==> src/sv/relative_humidity_from_dew_point_core_macros.svh <==
// Assertion helpers used by the top RTL file of the humidity core.
`ifndef RELATIVE_HUMIDITY_FROM_DEW_POINT_CORE_MACROS_SVH
`define RELATIVE_HUMIDITY_FROM_DEW_POINT_CORE_MACROS_SVH

`ifndef SYNTHESIS
`define RHDP_ASSERT_IMPL(lbl, clk, rst, ante, cons) \
  lbl: assert property (@(posedge clk) disable iff (rst) (ante) |-> (cons)) \
    else $error("rhdp assertion failed");
`define RHDP_ASSERT_NEXT(lbl, clk, rst, ante, cons) \
  lbl: assert property (@(posedge clk) disable iff (rst) (ante) |=> (cons)) \
    else $error("rhdp assertion failed");
`else
`define RHDP_ASSERT_IMPL(lbl, clk, rst, ante, cons)
`define RHDP_ASSERT_NEXT(lbl, clk, rst, ante, cons)
`endif

`endif

==> src/sv/rhdp_pkg.sv <==
`timescale 1ns / 1ps
`default_nettype none
package rhdp_pkg;

  localparam int TEMP_FRAC_BITS_DEF = 6;
  localparam int K_TETENS_Q16 = 1131807;
  localparam int K_W = 21;
  localparam int ARG_LIM_Q16 = 8388608;
  localparam int LN2_Q16 = 45426;
  localparam int RH_MAX = 2000;
  localparam int SERIES_TERMS = 12;
  localparam int QBITS = 24;
  localparam int TERM_W = 31;
  localparam int SUM_W = 32;
  localparam int R_W = 16;
  localparam int K_IDX_W = 4;

  typedef enum logic [1:0] {
    SEL_CALC,
    SEL_ZERO,
    SEL_MAX
  } sel_t;

  typedef struct packed {
    logic inv;
    logic neg;
    logic zero;
    logic ovf;
  } div_flags_t;

  typedef struct packed {
    logic inv;
    sel_t sel;
    logic [K_IDX_W-1:0] k;
  } side_t;

endpackage
`default_nettype wire

==> src/sv/rhdp_term_cell.sv <==
`timescale 1ns / 1ps
`default_nettype none
module rhdp_term_cell #(
  parameter int STEP = 1
) (
  input  logic                        clk,
  input  logic                        en,
  input  logic [rhdp_pkg::TERM_W-1:0] term_i,
  input  logic [rhdp_pkg::SUM_W-1:0]  sum_i,
  input  logic [rhdp_pkg::R_W-1:0]    r_i,
  input  rhdp_pkg::side_t             side_i,
  output logic [rhdp_pkg::TERM_W-1:0] term_o,
  output logic [rhdp_pkg::SUM_W-1:0]  sum_o,
  output logic [rhdp_pkg::R_W-1:0]    r_o,
  output rhdp_pkg::side_t             side_o
);

  localparam int TW = rhdp_pkg::TERM_W;
  localparam int SW = rhdp_pkg::SUM_W;
  localparam int RW = rhdp_pkg::R_W;
  localparam int RECIP_W = 33;
  localparam logic [RECIP_W-1:0] RECIP = RECIP_W'((64'd1 << 32) / STEP);

  logic [TW-1:0]      p_a;
  logic [SW-1:0]      sum_a;
  logic [RW-1:0]      r_a;
  rhdp_pkg::side_t    side_a;
  logic [TW-1:0]      p_b;
  logic [TW-1:0]      q0_b;
  logic [SW-1:0]      sum_b;
  logic [RW-1:0]      r_b;
  rhdp_pkg::side_t    side_b;
  logic [TW+RW-1:0]   prod;
  logic [TW+RECIP_W-1:0] big;
  logic [TW-1:0]      rem;
  logic [TW-1:0]      q;

  always_comb begin
    prod = (TW+RW)'(term_i) * (TW+RW)'(r_i);
    big  = (TW+RECIP_W)'(p_a) * (TW+RECIP_W)'(RECIP);
    rem  = p_b - TW'(q0_b * TW'(STEP));
    q    = (rem >= TW'(STEP)) ? q0_b + TW'(1) : q0_b;
  end

  always_ff @(posedge clk) begin
    if (en) begin
      p_a    <= TW'(prod >> 16);
      sum_a  <= sum_i;
      r_a    <= r_i;
      side_a <= side_i;
      p_b    <= p_a;
      q0_b   <= TW'(big >> 32);
      sum_b  <= sum_a;
      r_b    <= r_a;
      side_b <= side_a;
      term_o <= q;
      sum_o  <= sum_b + SW'(q);
      r_o    <= r_b;
      side_o <= side_b;
    end
  end

endmodule
`default_nettype wire

==> config.mk <==
export PLATFORM = sky130hd
export DESIGN_NAME = rhdp_term_cell
export DESIGN_NICKNAME = d
export VERILOG_FILES = /design/src/sv/relative_humidity_from_dew_point_core_macros.svh /design/src/sv/rhdp_pkg.sv /design/src/sv/rhdp_term_cell.sv
export SDC_FILE = /design/constraint.sdc
export NUM_CORES = 1
export LEC_CHECK = 0
export BUFFER_PORTS_ARGS = -buffer_cell sky130_fd_sc_hd__buf_2
export CAP_MARGIN = 15
export CORE_UTILIZATION = 55
export CTS_CLUSTER_DIAMETER = 120
export DETAILED_ROUTE_END_ITERATION = 10
export GPL_ROUTABILITY_DRIVEN = 0
export HOLD_SLACK_MARGIN = 0.06
export PLACE_DENSITY = 0.8
export SYNTH_ARGS = -nofsm -noshare
export SYNTH_HDL_FRONTEND = slang
export SYNTH_SLANG_ARGS = --single-unit
==> constraint.sdc <==
create_clock -name clk -period 14.2 [get_ports clk]
set_input_delay 2.84 -clock clk [delete_from_list [all_inputs] [get_ports clk]]
set_output_delay 2.84 -clock clk [all_outputs]
set_load 0.02 [all_outputs]
==> results of run 1 <==
## critical path: cells and delay by family
family          cells  cell delay, ns
buf+inv             2            0.65
simple gates        2            0.30
fa+ha+maj           7            3.41
compound gates      7            2.16
## flip-flops by register name, indices dropped and copies added (netlist names)
| signal | cells |
|---|---|
| r_a | 16 |
| r_o | 16 |
| sum_o | 32 |
| r_b | 16 |
| q0_b | 31 |
| sum_a | 32 |
| p_a | 31 |
| side_a | 7 |
| side_o | 7 |
| term_o | 31 |
| sum_b | 32 |
| side_b | 7 |
## layer usage
metal,vias up,wire [um],global-route usage [%]
met5,-,0,0
met1,8132,22100,33.9
met3,157,5370,5.09
met4,0,2170,10.1
li1,7121,-,-
met2,841,27000,43.5
## final timing paths
path / from / endpoint / slack [ns] / cells after the start
max: r_i[2] / p_a[30]$_DFFE_PP_ / 5.04 / 18
min: r_a[1]$_DFFE_PP_ / r_b[1]$_DFFE_PP_ / 0.42 / 0
max reg2reg: q0_b[0]$_DFFE_PP_ / sum_o[18]$_DFFE_PP_ / 10.77 / 11
min reg2reg: r_a[1]$_DFFE_PP_ / r_b[1]$_DFFE_PP_ / 0.42 / 0
## area by class of cell
class	instances	area [um2]	share of cell area, %
multi-input cells	1420	14800	55.5
flip-flops and latches	258	7750	29.1
inverters	450	1690	6.35
repair buffers	175	891	3.35
well taps	585	732	2.75
clock buffers	29	641	2.41
clock inverters	15	114	0.428
diodes	1	2.50	0.00941
## per-stage QoR
| stage | setup slack, ns | utilization [%] | instance area (um2) | std cells | hold WS (ns) |
|---|---|---|---|---|---|
| 4_1_cts | 5.10 | 61.0 | 26600 | 2932 | 0.415 |
| 3_3_place_gp | 4.81 | 59.3 | 25800 | 2888 | 0.401 |
| 2_1_floorplan | 5.65 | - | 24500 | 2213 | 0.400 |
| 3_5_place_dp | 4.56 | 59.3 | 25800 | 2888 | 0.405 |
| 6_report | 5.04 | 61.0 | 26600 | 2933 | 0.415 |
| 5_1_grt | 4.76 | 61.0 | 26600 | 2933 | 0.415 |
## layout by cell type, fill, tap and decap left out, types with 3 or more instances in the layout
cell type    n
and2_1     211
inv_1      450
nor2b_1      5
and3_1       5
o21bai_1     7
and4_1       3
ha_1       147
buf_2      172
o21ai_0     24
nand4_1     12
o31ai_1      5
o21ai_1      8
nor2_1      29
o21a_1       7
o211ai_1     4
o31ai_2      3
clkinv_2     5
or2_2        3
or3_1        3
clkbuf_1     4
nand3_1     11
a211oi_1     5
a21o_1      31
a31oi_1      9
fa_1       404
edfxtp_1   258
clkinv_1     5
nand2b_1     5
xnor2_1     38
xor2_1      16
a211o_1      3
nor3_1      10
clkbuf_16   25
a21oi_1     60
nand2_1    317
## kinds of logic (layout without fill, tap and decap cells)
kind of cell / count (synthesis) / in the layout / share of synthesized area [%]
AOI/OAI and AO/OA: 193 / 193 / 5.46
xor gates and xnor gates: 54 / 54 / 1.93
buffers and inverters: 535 / 669 / 8.19
muxes: 1 / 1 / 0.0408
and+or+nand+nor: 621 / 621 / 12.3
adders and majority gates: 551 / 551 / 40.5
other: 0 / 1 / 0
DFF: 258 / 258 / 31.6
==> impl_results.md, run 1 <==
- # rows: 76
- NumNets Final: 2969
- Filler cells: 3414
- Clk root buf: clkbuf_16
- Longest Clk Path Bufs: 3
- Tmin final: 9.16 ns
- Clock skew: 0.00882 ns
- Maximum clock frequency: 109 MHz
- Critical-path cell list: buf_2 -> nand2_1 -> fa_1 -> fa_1 -> fa_1 -> inv_1 -> fa_1 -> fa_1 -> fa_1 -> ha_1 -> a211oi_1 -> o21ai_1 -> a2111oi_4 -> o31ai_2 -> a21oi_1 -> o311ai_2 -> a2111oi_0 -> nor3_1
- Vias: 16300
- Mapped Cells: 2213
- Slew HR: 27.2%
- Hold-fix buffers, CTS: 0
- Hold Vio Cnt, Final: 0
- Final setup viols: 0
- Mapped Area: 24500 um2
- Synth top area cells: fa_1, edfxtp_1, ha_1
- Max-Cap Viols: 0
- Initial DRC Count: 1204
- Share of cells above drive strength 1: 9.80%
- DR WL/cell: 19.3 um
- Vias in the first global route: 17800
- Global-route wire length before repair: 91.0 mm
- Asr flop ratio synth: 0%
- Total core area: 43600 um2
- Total CTS buffers: 25
- Clock Latency Late Sink: 0.52 ns
- Drt total wl: 56.7 mm
- Max incr delay on CP: 0.60 ns
- RSZ-0062 raised after global routing: no
- Post-CTS Resized: 0
- Synthesized area per cell: 11.1 um2
- Largest net degree at the start of global routing: 95
- Slowest cell on crit path: buf_2
- CP Max Fanout: 32
- Yosys cell types: 64
- Post-synth EDFFs: 258
- Setup Crit Path Kind: in2reg
- Die H: 213 um
- Seq cells post-synth: 258
- All-Layer GR Usage: 26.1%
- Worst-margin pin slew: 1.09 ns
- Startpoint Class: primary input
- Port Buffers: 173
- DRC errors left: 0
- Worst Path Required: 14.45 ns
- Vias/cell: 5.54
- Outcome: finished, final reports clean
- Yosys warns: 0
- Initial Util: 56.3%
- Syn_nets: 2852
- P&R area growth vs syn: 8.40%
- Clock transition at the registers of the reported paths: 0.06 ns
- Fraction of the cycle the final worst path needs: 64.5%
- Initial antenna violation count: 1
- CTS tree: yes
- Seq/Total Area, Yosys: 31.6%
- Area share of the largest cell type after synthesis: 33.0%
- Sink Count: 258
- Die W: 213 um
- GR Overflow Total: 0
- Post-route ant nets: 0
- Max H-tree Level: 1
- Cell mode on critical path: fa_1
- Final Max Slew Viols: 0
- IO Pins: 174
- Most frequent cell after synthesis: inv_1
- DR pass1 iterations: 5
- Post-synth top flop: edfxtp_1
- Crit end category: register
- Worst Path Arrival: 9.41 ns
- Detailed placer's ending HPWL: 42.3 mm
- Post-synthesis cell type with the largest combined area: fa_1
- Setup TNS: 0 ns
- Postcts setup bufs: 0
- Full die area: 45400 um2
- HP Class: reg2reg
- Commonest cells in the netlist: inv_1, fa_1, nand2_1
Power of run 1 is not shown: default switching activity piles up to over one toggle a cycle in this logic, so the estimate is an artifact.
==> run 2, diff against run 1 <==
--- a/config.mk
+++ b/config.mk
@@ -12,7 +12,7 @@
 export DETAILED_ROUTE_END_ITERATION = 10
 export GPL_ROUTABILITY_DRIVEN = 0
 export HOLD_SLACK_MARGIN = 0.06
-export PLACE_DENSITY = 0.8
+export PLACE_DENSITY = 0.83
 export SYNTH_ARGS = -nofsm -noshare
 export SYNTH_HDL_FRONTEND = slang
 export SYNTH_SLANG_ARGS = --single-unit
==> constraint.sdc (replaced) <==
create_clock -name clk -period 7.9 [get_ports clk]
set_input_delay 1.58 -clock clk [delete_from_list [all_inputs] [get_ports clk]]
set_output_delay 1.58 -clock clk [all_outputs]
set_load 0.02 [all_outputs]
==> impl_results.md, run 2 (synthesis results as in run 1) <==
- GR Overflow Total: 0 (unchanged)
- Hold Vio Cnt, Final: 0 (unchanged)
- Slew HR: 24.9% (-2.4 points)
- Worst reg2reg startpoint: q0_b[0]$_DFFE_PP_
- Vias: 16800 (+3.2%)
- Most frequent cells in the layout: inv_1, fa_1, nand2_1, edfxtp_1, and2_1
- Initial antenna violation count: 3 (+2)
- Detailed placer's ending HPWL: 46.0 mm (+8.8%)
- Postcts setup bufs: 0 (unchanged)
- Register area: 7750 um2 (unchanged)
- Startpoint Class: primary input
- HP Class: reg2reg
- Placed inst area: 26700 um2 (+3.4%)
- Area of the multi-input gates: 14800 um2 (unchanged)
- Maximum clock frequency: 131 MHz
- CP Max Fanout: 14 (-56%)
- Max H-tree Level: 1 (unchanged)
- Clock transition at the registers of the reported paths: 0.07 ns (about the same)
- Filler cells: 3241 (-5.1%)
- Largest net degree at the start of global routing: 149 (+57%)
- Post-CTS Resized: 0 (unchanged)
- DRC errors left: 0 (unchanged)
- Clock Latency Late Sink: 0.54 ns (+0.02 ns)
- Die W: 213 um (unchanged)
- Worst Path Arrival: 7.90 ns (-1.51 ns)
- Cell mode on critical path: fa_1
- Tmin final: 7.62 ns
- Share of cells above drive strength 1: 13.7% (+3.9 points)
- Outcome: finished, final reports clean
- Post-route ant nets: 0 (unchanged)
- Largest registers: sum_a x32, sum_b x32, sum_o x32
- Flop2flop setup slack: 4.38 ns (-6.39 ns)
- All-Layer GR Usage: 26.9% (+0.76 points)
- IO Pins: 174 (unchanged)
- Worst Hold Path Cells: 0 (unchanged)
- Worst-margin pin slew: 1.13 ns (+0.0359 ns)
- Worst Path Required: 8.18 ns (-6.27 ns)
- Final Max Slew Viols: 0 (unchanged)
- Reg2Reg Depth: 11 (unchanged)
- Hold path start: p_a[18]$_DFFE_PP_
- RSZ-0062 raised after global routing: no
- Drt total wl: 58.3 mm (+3.0%)
- DR pass1 iterations: 6 (+1)
- Die H: 213 um (unchanged)
- Global-route wire length before repair: 94.3 mm (+3.6%)
- Sink Count: 258 (unchanged)
- Hold WS: 0.412 ns (-0.00305 ns)
- Slowest cell on crit path: fa_1
- Total core area: 43600 um2 (unchanged)
- Fraction of the cycle the final worst path needs: 96.5%
- Max-Cap Viols: 0 (unchanged)
- Initial Util: 56.3% (unchanged)
- DR WL/cell: 19.2 um (-0.72%)
- Buf+Inv Stages, Crit Path: 7 (+5)
- Total CTS buffers: 27 (+8.0%)
- Longest Clk Path Bufs: 3 (unchanged)
- Commonest non-fill, non-tap cell in the layout: inv_1
- Initial DRC Count: 1464 (+22%)
- Max incr delay on CP: 0.55 ns (-0.05 ns)
- # rows: 76 (unchanged)
- NumNets Final: 3074 (+3.5%)
- Hold-fix buffers, CTS: 0 (unchanged)
- Clk root buf: clkbuf_16
- Final setup viols: 0 (unchanged)
- Port Buffers: 173 (unchanged)
- Reg-to-reg critical path endpoint: sum_o[18]$_DFFE_PP_
- P&R area growth vs syn: 12.3%
- Crit end category: register
- Clock skew: 0.0191 ns (+0.0102 ns)
- Final std cell area, no fill: 27500 um2 (+3.6%)
- Critical-path cell list: buf_2 -> buf_4 -> nand2_1 -> fa_1 -> fa_1 -> fa_1 -> inv_1 -> fa_1 -> fa_1 -> inv_1 -> fa_1 -> inv_1 -> ha_1 -> and4_1 -> a32oi_1 -> buf_4 -> nor4b_1 -> buf_4 -> o21ai_1 -> a21oi_1 -> nor2_1 -> o311a_1
- Full die area: 45400 um2 (unchanged)
- CTS tree: yes
- Hold Path End: q0_b[18]$_DFFE_PP_
- Vias/cell: 5.52 (-0.46%)
- Top delay family on crit path: adder cells
- Setup Crit Path Kind: in2reg
- Vias in the first global route: 18500 (+3.8%)
-- run 2: cell type report --
type,count,area share (%)
diodes,3,0.0273
flip-flops and latches,258,28.1
inverters,450,6.13
repair buffers,278,6.45
clock buffers,29,2.48
multi-input cells,1420,53.6
well taps,585,2.66
clock inverters,19,0.513
-- run 2: metal layers --
| layer | global-route usage (%) | up-vias | wire (um) |
|---|---|---|---|
| li1 | - | 7336 | - |
| met1 | 35.6 | 8298 | 22600 |
| met4 | 9.33 | 0 | 1980 |
| met3 | 5.16 | 180 | 6250 |
| met5 | 0 | - | 0 |
| met2 | 44.5 | 964 | 27500 |
-- run 2: worst max-delay path by stage --
stage	depth (start not counted)	start	end	slack [ns]
5_1_grt	19	r_i[5]	p_a[30]$_DFFE_PP_	0.01
4_1_cts	21	r_i[3]	p_a[30]$_DFFE_PP_	0.37
2_1_floorplan	20	term_i[7]	p_a[26]$_DFFE_PP_	0.61
6_report	22	r_i[3]	p_a[26]$_DFFE_PP_	0.28
3_5_place_dp	20	r_i[4]	p_a[26]$_DFFE_PP_	-0.14
3_3_place_gp	23	r_i[3]	p_a[26]$_DFFE_PP_	-0.02
-- run 2: worst register-to-register path, stage by stage, from the launching register on --
cell	delay, ns
edfxtp_1	0.35
ha_1	0.18
inv_1	0.06
fa_1	0.41
nand2b_1	0.19
a21oi_1	0.24
nor3_1	0.16
o31ai_1	0.46
a41oi_1	0.32
o21a_1	0.31
or4b_1	0.50
o2111ai_1	0.14
-- run 2: stage by stage --
stage | setup slack [ns] | util [%] | TNS, ns | std cells
after floorplan | 0.612 | - | 0 | 2213
after global placement | -0.0168 | 61.3 | -0.0205 | 2991
after detailed placement | -0.140 | 61.3 | -0.527 | 2991
after CTS | 0.366 | 63.2 | 0 | 3039
after global routing | 0.0111 | 63.2 | 0 | 3041
final | 0.280 | 63.2 | 0 | 3042
Power of run 2 is left out for the same reason.
