===== config.mk =====
export PLATFORM = sky130hd
export DESIGN_NAME = rhdp_div_cell
export DESIGN_NICKNAME = d
export VERILOG_FILES = /design/src/sv/relative_humidity_from_dew_point_core_macros.svh /design/src/sv/rhdp_pkg.sv /design/src/sv/rhdp_div_cell.sv
export SDC_FILE = /design/constraint.sdc
export NUM_CORES = 1
export LEC_CHECK = 0
export CORE_MARGIN = 8
export CORE_UTILIZATION = 60
export CTS_CLUSTER_SIZE = 12
export DETAILED_ROUTE_END_ITERATION = 16
export DONT_BUFFER_PORTS = 1
export PLACE_DENSITY = 0.83
export SKIP_CTS_REPAIR_TIMING = 1
export SYNTH_ARGS = -nofsm -noshare
export SYNTH_HDL_FRONTEND = slang
export SYNTH_SLANG_ARGS = --single-unit

===== constraint.sdc =====
create_clock -name clk -period 4.9 [get_ports clk]
set_input_delay 0.49 -clock clk [delete_from_list [all_inputs] [get_ports clk]]
set_output_delay 0.49 -clock clk [all_outputs]
set_load 0.01 [all_outputs]

===== src/sv/relative_humidity_from_dew_point_core_macros.svh =====
// Assertion helpers used by the top RTL file of the humidity core.
`ifndef RELATIVE_HUMIDITY_FROM_DEW_POINT_CORE_MACROS_SVH
`define RELATIVE_HUMIDITY_FROM_DEW_POINT_CORE_MACROS_SVH

`ifndef SYNTHESIS
`define RHDP_ASSERT_IMPL(lbl, clk, rst, ante, cons) \
  lbl: assert property (@(posedge clk) disable iff (rst) (ante) |-> (cons)) \
    else $error("rhdp assertion failed");
`define RHDP_ASSERT_NEXT(lbl, clk, rst, ante, cons) \
  lbl: assert property (@(posedge clk) disable iff (rst) (ante) |=> (cons)) \
    else $error("rhdp assertion failed");
`else
`define RHDP_ASSERT_IMPL(lbl, clk, rst, ante, cons)
`define RHDP_ASSERT_NEXT(lbl, clk, rst, ante, cons)
`endif

`endif


===== src/sv/rhdp_pkg.sv =====
`timescale 1ns / 1ps
`default_nettype none
package rhdp_pkg;

  localparam int TEMP_FRAC_BITS_DEF = 6;
  localparam int K_TETENS_Q16 = 1131807;
  localparam int K_W = 21;
  localparam int ARG_LIM_Q16 = 8388608;
  localparam int LN2_Q16 = 45426;
  localparam int RH_MAX = 2000;
  localparam int SERIES_TERMS = 12;
  localparam int QBITS = 24;
  localparam int TERM_W = 31;
  localparam int SUM_W = 32;
  localparam int R_W = 16;
  localparam int K_IDX_W = 4;

  typedef enum logic [1:0] {
    SEL_CALC,
    SEL_ZERO,
    SEL_MAX
  } sel_t;

  typedef struct packed {
    logic inv;
    logic neg;
    logic zero;
    logic ovf;
  } div_flags_t;

  typedef struct packed {
    logic inv;
    sel_t sel;
    logic [K_IDX_W-1:0] k;
  } side_t;

endpackage
`default_nettype wire


===== src/sv/rhdp_div_cell.sv =====
`timescale 1ns / 1ps
`default_nettype none
module rhdp_div_cell #(
  parameter int DW = 17
) (
  input  logic                      clk,
  input  logic                      en,
  input  logic [DW-1:0]             rem_i,
  input  logic [rhdp_pkg::QBITS-1:0] low_i,
  input  logic [rhdp_pkg::QBITS-1:0] q_i,
  input  logic [DW-1:0]             d_i,
  input  rhdp_pkg::div_flags_t      flags_i,
  output logic [DW-1:0]             rem_o,
  output logic [rhdp_pkg::QBITS-1:0] low_o,
  output logic [rhdp_pkg::QBITS-1:0] q_o,
  output logic [DW-1:0]             d_o,
  output rhdp_pkg::div_flags_t      flags_o
);

  logic [DW:0] t;
  logic        ge;

  always_comb begin
    t  = {rem_i, low_i[rhdp_pkg::QBITS-1]};
    ge = (t >= {1'b0, d_i});
  end

  always_ff @(posedge clk) begin
    if (en) begin
      rem_o   <= ge ? DW'(t - {1'b0, d_i}) : DW'(t);
      low_o   <= {low_i[rhdp_pkg::QBITS-2:0], 1'b0};
      q_o     <= {q_i[rhdp_pkg::QBITS-2:0], ge};
      d_o     <= d_i;
      flags_o <= flags_i;
    end
  end

endmodule
`default_nettype wire


==> results of run 1 <==
==> logic make-up after synthesis <==
group,share of synthesized area (%)
AOI/OAI and AO/OA,9.419
xor gates and xnor gates,2.572
adders and majority gates,6.212
buffers and inverters,3.374
DFF,68.14
muxes,4.275
other,0.1001
and+or+nand+nor,5.912
==> per-layer routing <==
metal	up-vias	share of wire, %
li1	921	-
met1	955	35
met2	118	51
met3	7	13
met4	0	0.50
met5	-	0
==> flip-flops by register name, indices dropped and copies added, names as in the netlist <==
name and cells:
d_o 17, flags_o 4, low_o 23, q_o 24, rem_o 17
==> area by class of cell <==
class	count	area (µm²)	area share [%]
clock buffer	10	127.6	3.188
inverter	23	98.84	2.470
tap	75	93.84	2.344
multi-input combinational	129	1067	26.66
clock inverter	6	62.56	1.563
sequential	85	2552	63.77
==> critical path: cells and delay by family <==
kind | cells | cell delay, ns
buffers and inverters | 3 | 0.18
adder cells (fa/ha/maj) | 2 | 0.56
AO/OA/AOI/OAI | 3 | 0.56
multiplexers | 1 | 0.30
AND/OR/NAND/NOR | 2 | 0.52
==> power breakdown <==
group | switching [mW] | total (mW) | internal, mW
clock network | 0.234 | 0.469 | 0.235
registers | 0.0678 | 0.954 | 0.886
logic | 0.0830 | 0.164 | 0.0805
total | 0.385 | 1.59 | 1.20
==> cells in the mapped netlist (2+ instances only) <==
library cell                 n  share of area, %
sky130_fd_sc_hd__nand2b_1    3              0.50
sky130_fd_sc_hd__o21ai_0     7              0.94
sky130_fd_sc_hd__o21bai_1    2              0.40
sky130_fd_sc_hd__a21oi_1    13               1.7
sky130_fd_sc_hd__edfxtp_1   85                68
sky130_fd_sc_hd__nor2_1      6              0.60
sky130_fd_sc_hd__a21boi_0    3              0.60
sky130_fd_sc_hd__a21o_1      3              0.60
sky130_fd_sc_hd__xor2_1      3              0.70
sky130_fd_sc_hd__ha_1       17               5.7
sky130_fd_sc_hd__nand3_1     7              0.94
sky130_fd_sc_hd__and2_1      3              0.50
sky130_fd_sc_hd__o31ai_2     3               1.0
sky130_fd_sc_hd__nand2_1     9              0.90
sky130_fd_sc_hd__o2bb2ai_1   2              0.47
sky130_fd_sc_hd__o21a_1      2              0.40
sky130_fd_sc_hd__xnor2_1     8               1.9
sky130_fd_sc_hd__inv_1      22               2.2
sky130_fd_sc_hd__nor3_1      4              0.53
sky130_fd_sc_hd__mux2_4     10               4.0
==> metrics by stage <==
step           setup slack (ns)  hold slack, ns  cell area, µm²  util (%)
3_5_place_dp              2.032          0.5889            3812     63.64
4_1_cts                   2.391          0.2162            4003     66.81
6_report                  2.392          0.2374            4003     66.81
2_1_floorplan             2.302          0.5889            3746         -
3_3_place_gp              2.008          0.5889            3812     63.64
5_1_grt                   2.291          0.2120            4003     66.81
==> placed cells by master (no fill, tap or decap), types with 2 or more instances in the layout <==
| cell | synthesis | layout |
|---|---|---|
| sky130_fd_sc_hd__and2_1 | 3 | 3 |
| sky130_fd_sc_hd__edfxtp_1 | 85 | 85 |
| sky130_fd_sc_hd__a21o_1 | 3 | 3 |
| sky130_fd_sc_hd__o21ai_0 | 7 | 7 |
| sky130_fd_sc_hd__nor3_1 | 4 | 4 |
| sky130_fd_sc_hd__a21boi_0 | 3 | 3 |
| sky130_fd_sc_hd__o2bb2ai_1 | 2 | 2 |
| sky130_fd_sc_hd__o21a_1 | 2 | 2 |
| sky130_fd_sc_hd__xnor2_1 | 8 | 8 |
| sky130_fd_sc_hd__inv_1 | 22 | 22 |
| sky130_fd_sc_hd__nand2_1 | 9 | 9 |
| sky130_fd_sc_hd__clkbuf_8 | 0 | 9 |
| sky130_fd_sc_hd__o21bai_1 | 2 | 2 |
| sky130_fd_sc_hd__a21oi_1 | 13 | 13 |
| sky130_fd_sc_hd__o31ai_2 | 3 | 3 |
| sky130_fd_sc_hd__nand2b_1 | 3 | 3 |
| sky130_fd_sc_hd__nand3_1 | 7 | 7 |
| sky130_fd_sc_hd__mux2_4 | 10 | 10 |
| sky130_fd_sc_hd__ha_1 | 17 | 17 |
| sky130_fd_sc_hd__clkinv_1 | 0 | 2 |
| sky130_fd_sc_hd__nor2_1 | 6 | 6 |
| sky130_fd_sc_hd__xor2_1 | 3 | 3 |
==> how the worst min path moves through the flow <==
stage | from | cells after the start | slack, ns | end
4_1_cts | d_i[15] | 0 | 0.22 | d_o[15]$_DFFE_PP_
5_1_grt | d_i[7] | 0 | 0.21 | d_o[7]$_DFFE_PP_
3_5_place_dp | q_i[11] | 0 | 0.59 | q_o[12]$_DFFE_PP_
6_report | d_i[16] | 0 | 0.24 | d_o[16]$_DFFE_PP_
3_3_place_gp | low_i[3] | 0 | 0.59 | low_o[4]$_DFFE_PP_
2_1_floorplan | d_i[0] | 0 | 0.59 | d_o[0]$_DFFE_PP_
==> Flow_metrics.wiki, run 1 <==
{| class="wikitable"
! Metric !! Value
|-
| Mapped Area || about 3700 µm²
|-
| Hold violation total from the final report || 0
|-
| Async SR Flop Fraction || 0%
|-
| Final Critical Period || 2.508 ns
|-
| Number of antenna violations at the first check in global routing || 0
|-
| Count of mapped cells out of synthesis || 239
|-
| Total Routed Length || 8479 µm
|-
| Placement row count || 28
|-
| Highest-utilization routing layer at the global route stage || met2
|-
| Maximum cell stage delay along the critical path || 0.39 ns
|-
| Half-perimeter wire length of the detailed placement result || 6637 µm
|-
| Leakage component of the power || 1.504 nW
|-
| Max IR drop VDD || slightly above 0.0002 V
|-
| Critical path class || in2reg
|-
| Power density relative to cell area || between 300 and 400 nW/µm²
|-
| GRT overflow || 0
|-
| Final net count || about 350
|-
| Unrepaired setup endpoints after global routing || false
|-
| Nature of the critical path startpoint || input pin
|-
| Total Negative Setup Slacks || 0 ns
|-
| Count of unresolved DRC violations after routing || 0
|-
| Synth warnings || 0
|-
| Number of levels in the clock H-tree || 3
|-
| Final weighted congestion in routability-driven placement || 0.8238
|-
| Die Outline Area || between 9000 and 10000 µm²
|-
| Slowest CP cell || sky130_fd_sc_hd__fa_1
|-
| DIE HEIGHT || 95.02 µm
|-
| Global-route met1 utilization || around 17%
|-
| Via count || 2001
|-
| Ratio of cells with drive above 1 in the final layout || 13.83%
|-
| Cell repeated most along the worst path || sky130_fd_sc_hd__inv_1
|-
| CTS root buf || sky130_fd_sc_hd__clkbuf_8
|-
| Met2 Resource Use GR || a little under a third
|-
| Max FO, Critical Path || 10
|-
| Via-per-instance ratio || 6.101
|-
| Clock Pin Slew Worst Setup and Hold Paths || 0.08 ns
|-
| CTS tree || done
|-
| Average size of a mapped cell || 15.67 µm²
|-
| Vias in the first global route || 1999
|-
| Distinct cells, synth || 47
|-
| Upper clock frequency limit || around 400 MHz
|-
| Path class of the lowest-slack min-delay path || in2reg
|-
| Data arrival at the endpoint of the critical path || 2.60 ns
|-
| Final number of max-transition violations || 0
|-
| Number of buffers on the longest clock path || 2
|-
| TritonCTS Buffers || 9
|-
| Top-level port count || 174
|-
| DRC violation total after the first TritonRoute iteration || between 90 and 100
|-
| Number of cells in the finished layout apart from fillers || 328
|-
| Antenna-violating nets left || 0
|-
| First-pass GRT wire length || ~12000 µm
|-
| Initial core utilization || a little over three fifths
|-
| Final count of negative-setup-slack endpoints || 0
|-
| M3 GR Usage || between 10% and 20%
|-
| Number of maximum-capacitance constraint violations || 0
|-
| Number of antenna repair diodes || 0
|-
| Seq/Total Area, Yosys || 68.14%
|-
| Count of TritonRoute iterations in the first routing pass || 4
|-
| Status || finished clean
|-
| CP endpoint || rem_o[6]$_DFFE_PP_
|-
| Fill cell instance count of the final layout || approximately 410
|-
| TritonCTS sink count || 85
|-
| Crit. Startpoint || low_i[23]
|-
| Total track usage || between 10% and 20%
|-
| Worst Path Required || ~5 ns
|-
| Number of synthesized register bits || 85
|-
| Average wire per cell in the routed design || 25.85 µm
|-
| Synth Net Count || between 300 and 400
|-
| Port Buffers || 0
|-
| Core region area || 5991 µm²
|-
| CP Capture Type || flip-flop
|-
| Fin crit share || 51.19%
|-
| Ordered cell list for the critical path || inv_1 -> ha_1 -> inv_1 -> fa_1 -> a21oi_1 -> or3_4 -> a21oi_4 -> o21bai_4 -> and2_4 -> inv_12 -> mux2_4
|-
| Total power || between 1.5 and 2 mW
|-
| Pin count of the biggest net entering global routing || between 80 and 90
|-
| Most instantiated flip-flop cell in the synthesis netlist || sky130_fd_sc_hd__edfxtp_1
|-
| Area delta synth->final || 6.847%
|-
| Instance count after placement with tap cells included || 312
|-
| Number of flops mapped to enable cells by yosys || 85
|-
| Chip width || 95.02 µm
|}
Power figures use the tool's default switching activity.
==> run 2: changes to the inputs <==
==> constraint.sdc (replaced) <==
create_clock -name clk -period 2.45 [get_ports clk]
set_input_delay 0.245 -clock clk [delete_from_list [all_inputs] [get_ports clk]]
set_output_delay 0.245 -clock clk [all_outputs]
set_load 0.01 [all_outputs]
==> run 2 against run 1 <==
Compared with the run above:
- clock power grew 120%
- flip-flop and latch count stayed put
- non-clock buffer count up 75
- critical endpoint is now rem_o[4]$_DFFE_PP_
- combinational power increased to 2.8 times the previous value
- critical path depth did not move
- worst hold slack got worse by 0.14 ns
- largest power group unchanged
- clock-buffer cell count down 1
==> Flow_metrics.wiki, run 2 (same netlist as run 1, synthesis figures left out) <==
{| class="wikitable"
! Metric !! Value
|-
| Min Hold Slack || 0.09503 ns (-0.1423 ns)
|-
| Worst-Margin Slew || ~0.87 ns
|-
| Total Routed Length || 10040 µm (+18%)
|-
| Via-per-instance ratio || 5.742 (-5.9%)
|-
| Port Buffers || 0 (unchanged)
|-
| Total track usage || 18.41% (+0.50 points)
|-
| Upper clock frequency limit || 499.4 MHz
|-
| Pin count of the biggest net entering global routing || 86 (unchanged)
|-
| Final net count || 429 (+21%)
|-
| Initial core utilization || 62.53% (unchanged)
|-
| Fin crit share || 81.73%
|-
| CTS tree || done
|-
| Worst Path Required || 2.56 ns (-2.43 ns)
|-
| Via count || 2314 (+16%)
|-
| CTS root buf || sky130_fd_sc_hd__clkbuf_8
|-
| Final Critical Period || 2.002 ns
|-
| Kind of cell with the highest combined delay on the critical path || adder cells
|-
| Worst Hold Path Cells || 1 (+1)
|-
| Top-level port count || 174 (unchanged)
|-
| Ordered cell list for the critical path || inv_1 -> ha_1 -> inv_1 -> fa_1 -> a21oi_1 -> or3_4 -> a21oi_4 -> o21bai_4 -> and2_4 -> inv_12 -> mux2_4
|-
| Final worst setup slack || 0.4477 ns (-1.944 ns)
|-
| Number of antenna violations at the first check in global routing || 0 (unchanged)
|-
| Leakage component of the power || 1.833 nW (+22%)
|-
| Power density relative to cell area || 714.7 nW/µm² (+80%)
|-
| Registers with the most flip-flops || q_o x24, low_o x23
|-
| DIE HEIGHT || 95.02 µm (unchanged)
|-
| Largest reg by FF count || q_o
|-
| Most used cells in the layout excluding fill and tap cells || sky130_fd_sc_hd__edfxtp_1, sky130_fd_sc_hd__dlygate4sd3_1, sky130_fd_sc_hd__inv_1
|-
| Status || finished clean
|-
| Area delta synth->final || 27.49%
|-
| Number of cells in the finished layout apart from fillers || 403 (+23%)
|-
| Cell repeated most along the worst path || sky130_fd_sc_hd__inv_1
|-
| CP Capture Type || flip-flop
|-
| Final count of negative-setup-slack endpoints || 0 (unchanged)
|-
| Number of maximum-capacitance constraint violations || 0 (unchanged)
|-
| DRC violation total after the first TritonRoute iteration || 143 (+46%)
|-
| Crit. Startpoint || low_i[23]
|-
| Clock Pin Slew Worst Setup and Hold Paths || 0.09 ns (about the same)
|-
| Critical path class || in2reg
|-
| Number of buffers on the longest clock path || 2 (unchanged)
|-
| Final core utilization || 79.72% (+13 points)
|-
| Average wire per cell in the routed design || 24.91 µm (-3.7%)
|-
| Commonest non-fill, non-tap cell in the layout || sky130_fd_sc_hd__edfxtp_1
|-
| TritonCTS sink count || 85 (unchanged)
|-
| Count of cell instances traversed by the critical path || 11 (unchanged)
|-
| Final number of max-transition violations || 0 (unchanged)
|-
| Core region area || 5991 µm² (unchanged)
|-
| Slowest CP cell || sky130_fd_sc_hd__fa_1
|-
| Path class of the lowest-slack min-delay path || in2reg
|-
| Number of levels in the clock H-tree || 3 (unchanged)
|-
| GRT overflow || 0 (unchanged)
|-
| Headroom to the max-slew limit || 41.48%
|-
| Antenna-violating nets left || 0 (unchanged)
|-
| Final weighted congestion in routability-driven placement || 0.8470 (+2.8%)
|-
| Max FO, Critical Path || 10 (unchanged)
|-
| Max IR drop VDD || 0.0005447 V (+170%)
|-
| Unrepaired setup endpoints after global routing || false
|-
| Nature of the critical path startpoint || input pin
|-
| Count of unresolved DRC violations after routing || 0 (unchanged)
|-
| Instance count after placement with tap cells included || 317 (+1.6%)
|-
| TritonCTS Buffers || 9 (unchanged)
|-
| Placement row count || 28 (unchanged)
|-
| First-pass GRT wire length || 12150 µm (+3.2%)
|-
| Hold violation total from the final report || 0 (unchanged)
|-
| Die Outline Area || 9028 µm² (unchanged)
|-
| Data arrival at the endpoint of the critical path || 2.11 ns (-0.49 ns)
|-
| Vias in the first global route || 2043 (+2.2%)
|-
| Buffering stage count on the worst path with inverters included || 3 (unchanged)
|-
| Max FFs per register || 24 (unchanged)
|-
| Ratio of cells with drive above 1 in the final layout || 13.72% (-0.11 points)
|-
| Total Negative Setup Slacks || 0 ns (unchanged)
|-
| Fill cell instance count of the final layout || 335 (-18%)
|-
| Worst slack at placement || 0.1067 ns (-1.925 ns)
|-
| Count of TritonRoute iterations in the first routing pass || 4 (unchanged)
|-
| Half-perimeter wire length of the detailed placement result || 6797 µm (+2.4%)
|-
| CP endpoint || rem_o[4]$_DFFE_PP_
|-
| Number of antenna repair diodes || 0 (unchanged)
|-
| Chip width || 95.02 µm (unchanged)
|-
| Maximum cell stage delay along the critical path || 0.40 ns (about the same)
|}
-- run 2: power by group --
group          switching, mW  internal, mW  leakage (nW)
Sequential             0.142          1.77         0.832
Clock                  0.548         0.485        0.0944
Combinational          0.218         0.249         0.906
-- run 2: metal layers --
metal	global-route usage, %	wire length (µm)	share of wire (%)	vias to the layer above
met1	18.34	3504	35	1104
li1	-	-	-	1068
met2	33.02	5255	52	132
met4	4.291	132	1.3	0
met5	0	0	0	-
met3	9.827	1144	11	10
-- run 2: worst min path at each step --
stage                   start                   to  slack [ns]
floorplan              d_i[0]     d_o[0]$_DFFE_PP_        0.34
global placement      q_i[17]    q_o[18]$_DFFE_PP_        0.34
detailed placement    q_i[17]    q_o[18]$_DFFE_PP_        0.34
CTS                    d_i[7]     d_o[7]$_DFFE_PP_       -0.03
global route        rem_i[13]  rem_o[14]$_DFFE_PP_        0.08
finish              rem_i[13]  rem_o[14]$_DFFE_PP_         0.1
-- run 2: through the flow --
stage / cell area [µm²] / power, mW
finish: 4776 / 3.413
global route: 4776 / 3.550
CTS: 4055 / 3.283
detailed placement: 3850 / 2.282
global placement: 3850 / 2.269
floorplan: 3746 / 2.189
-- run 2: final cells by class --
| type | count | area (µm²) | area share, % |
|---|---|---|---|
| timing repair buffer | 75 | 758.2 | 15.88 |
| clock buffer | 9 | 123.9 | 2.594 |
| tap | 75 | 93.84 | 1.965 |
| multi-input combinational | 129 | 1067 | 22.35 |
| inverter | 23 | 98.84 | 2.070 |
| clock inverter | 7 | 81.33 | 1.703 |
| sequential | 85 | 2552 | 53.45 |
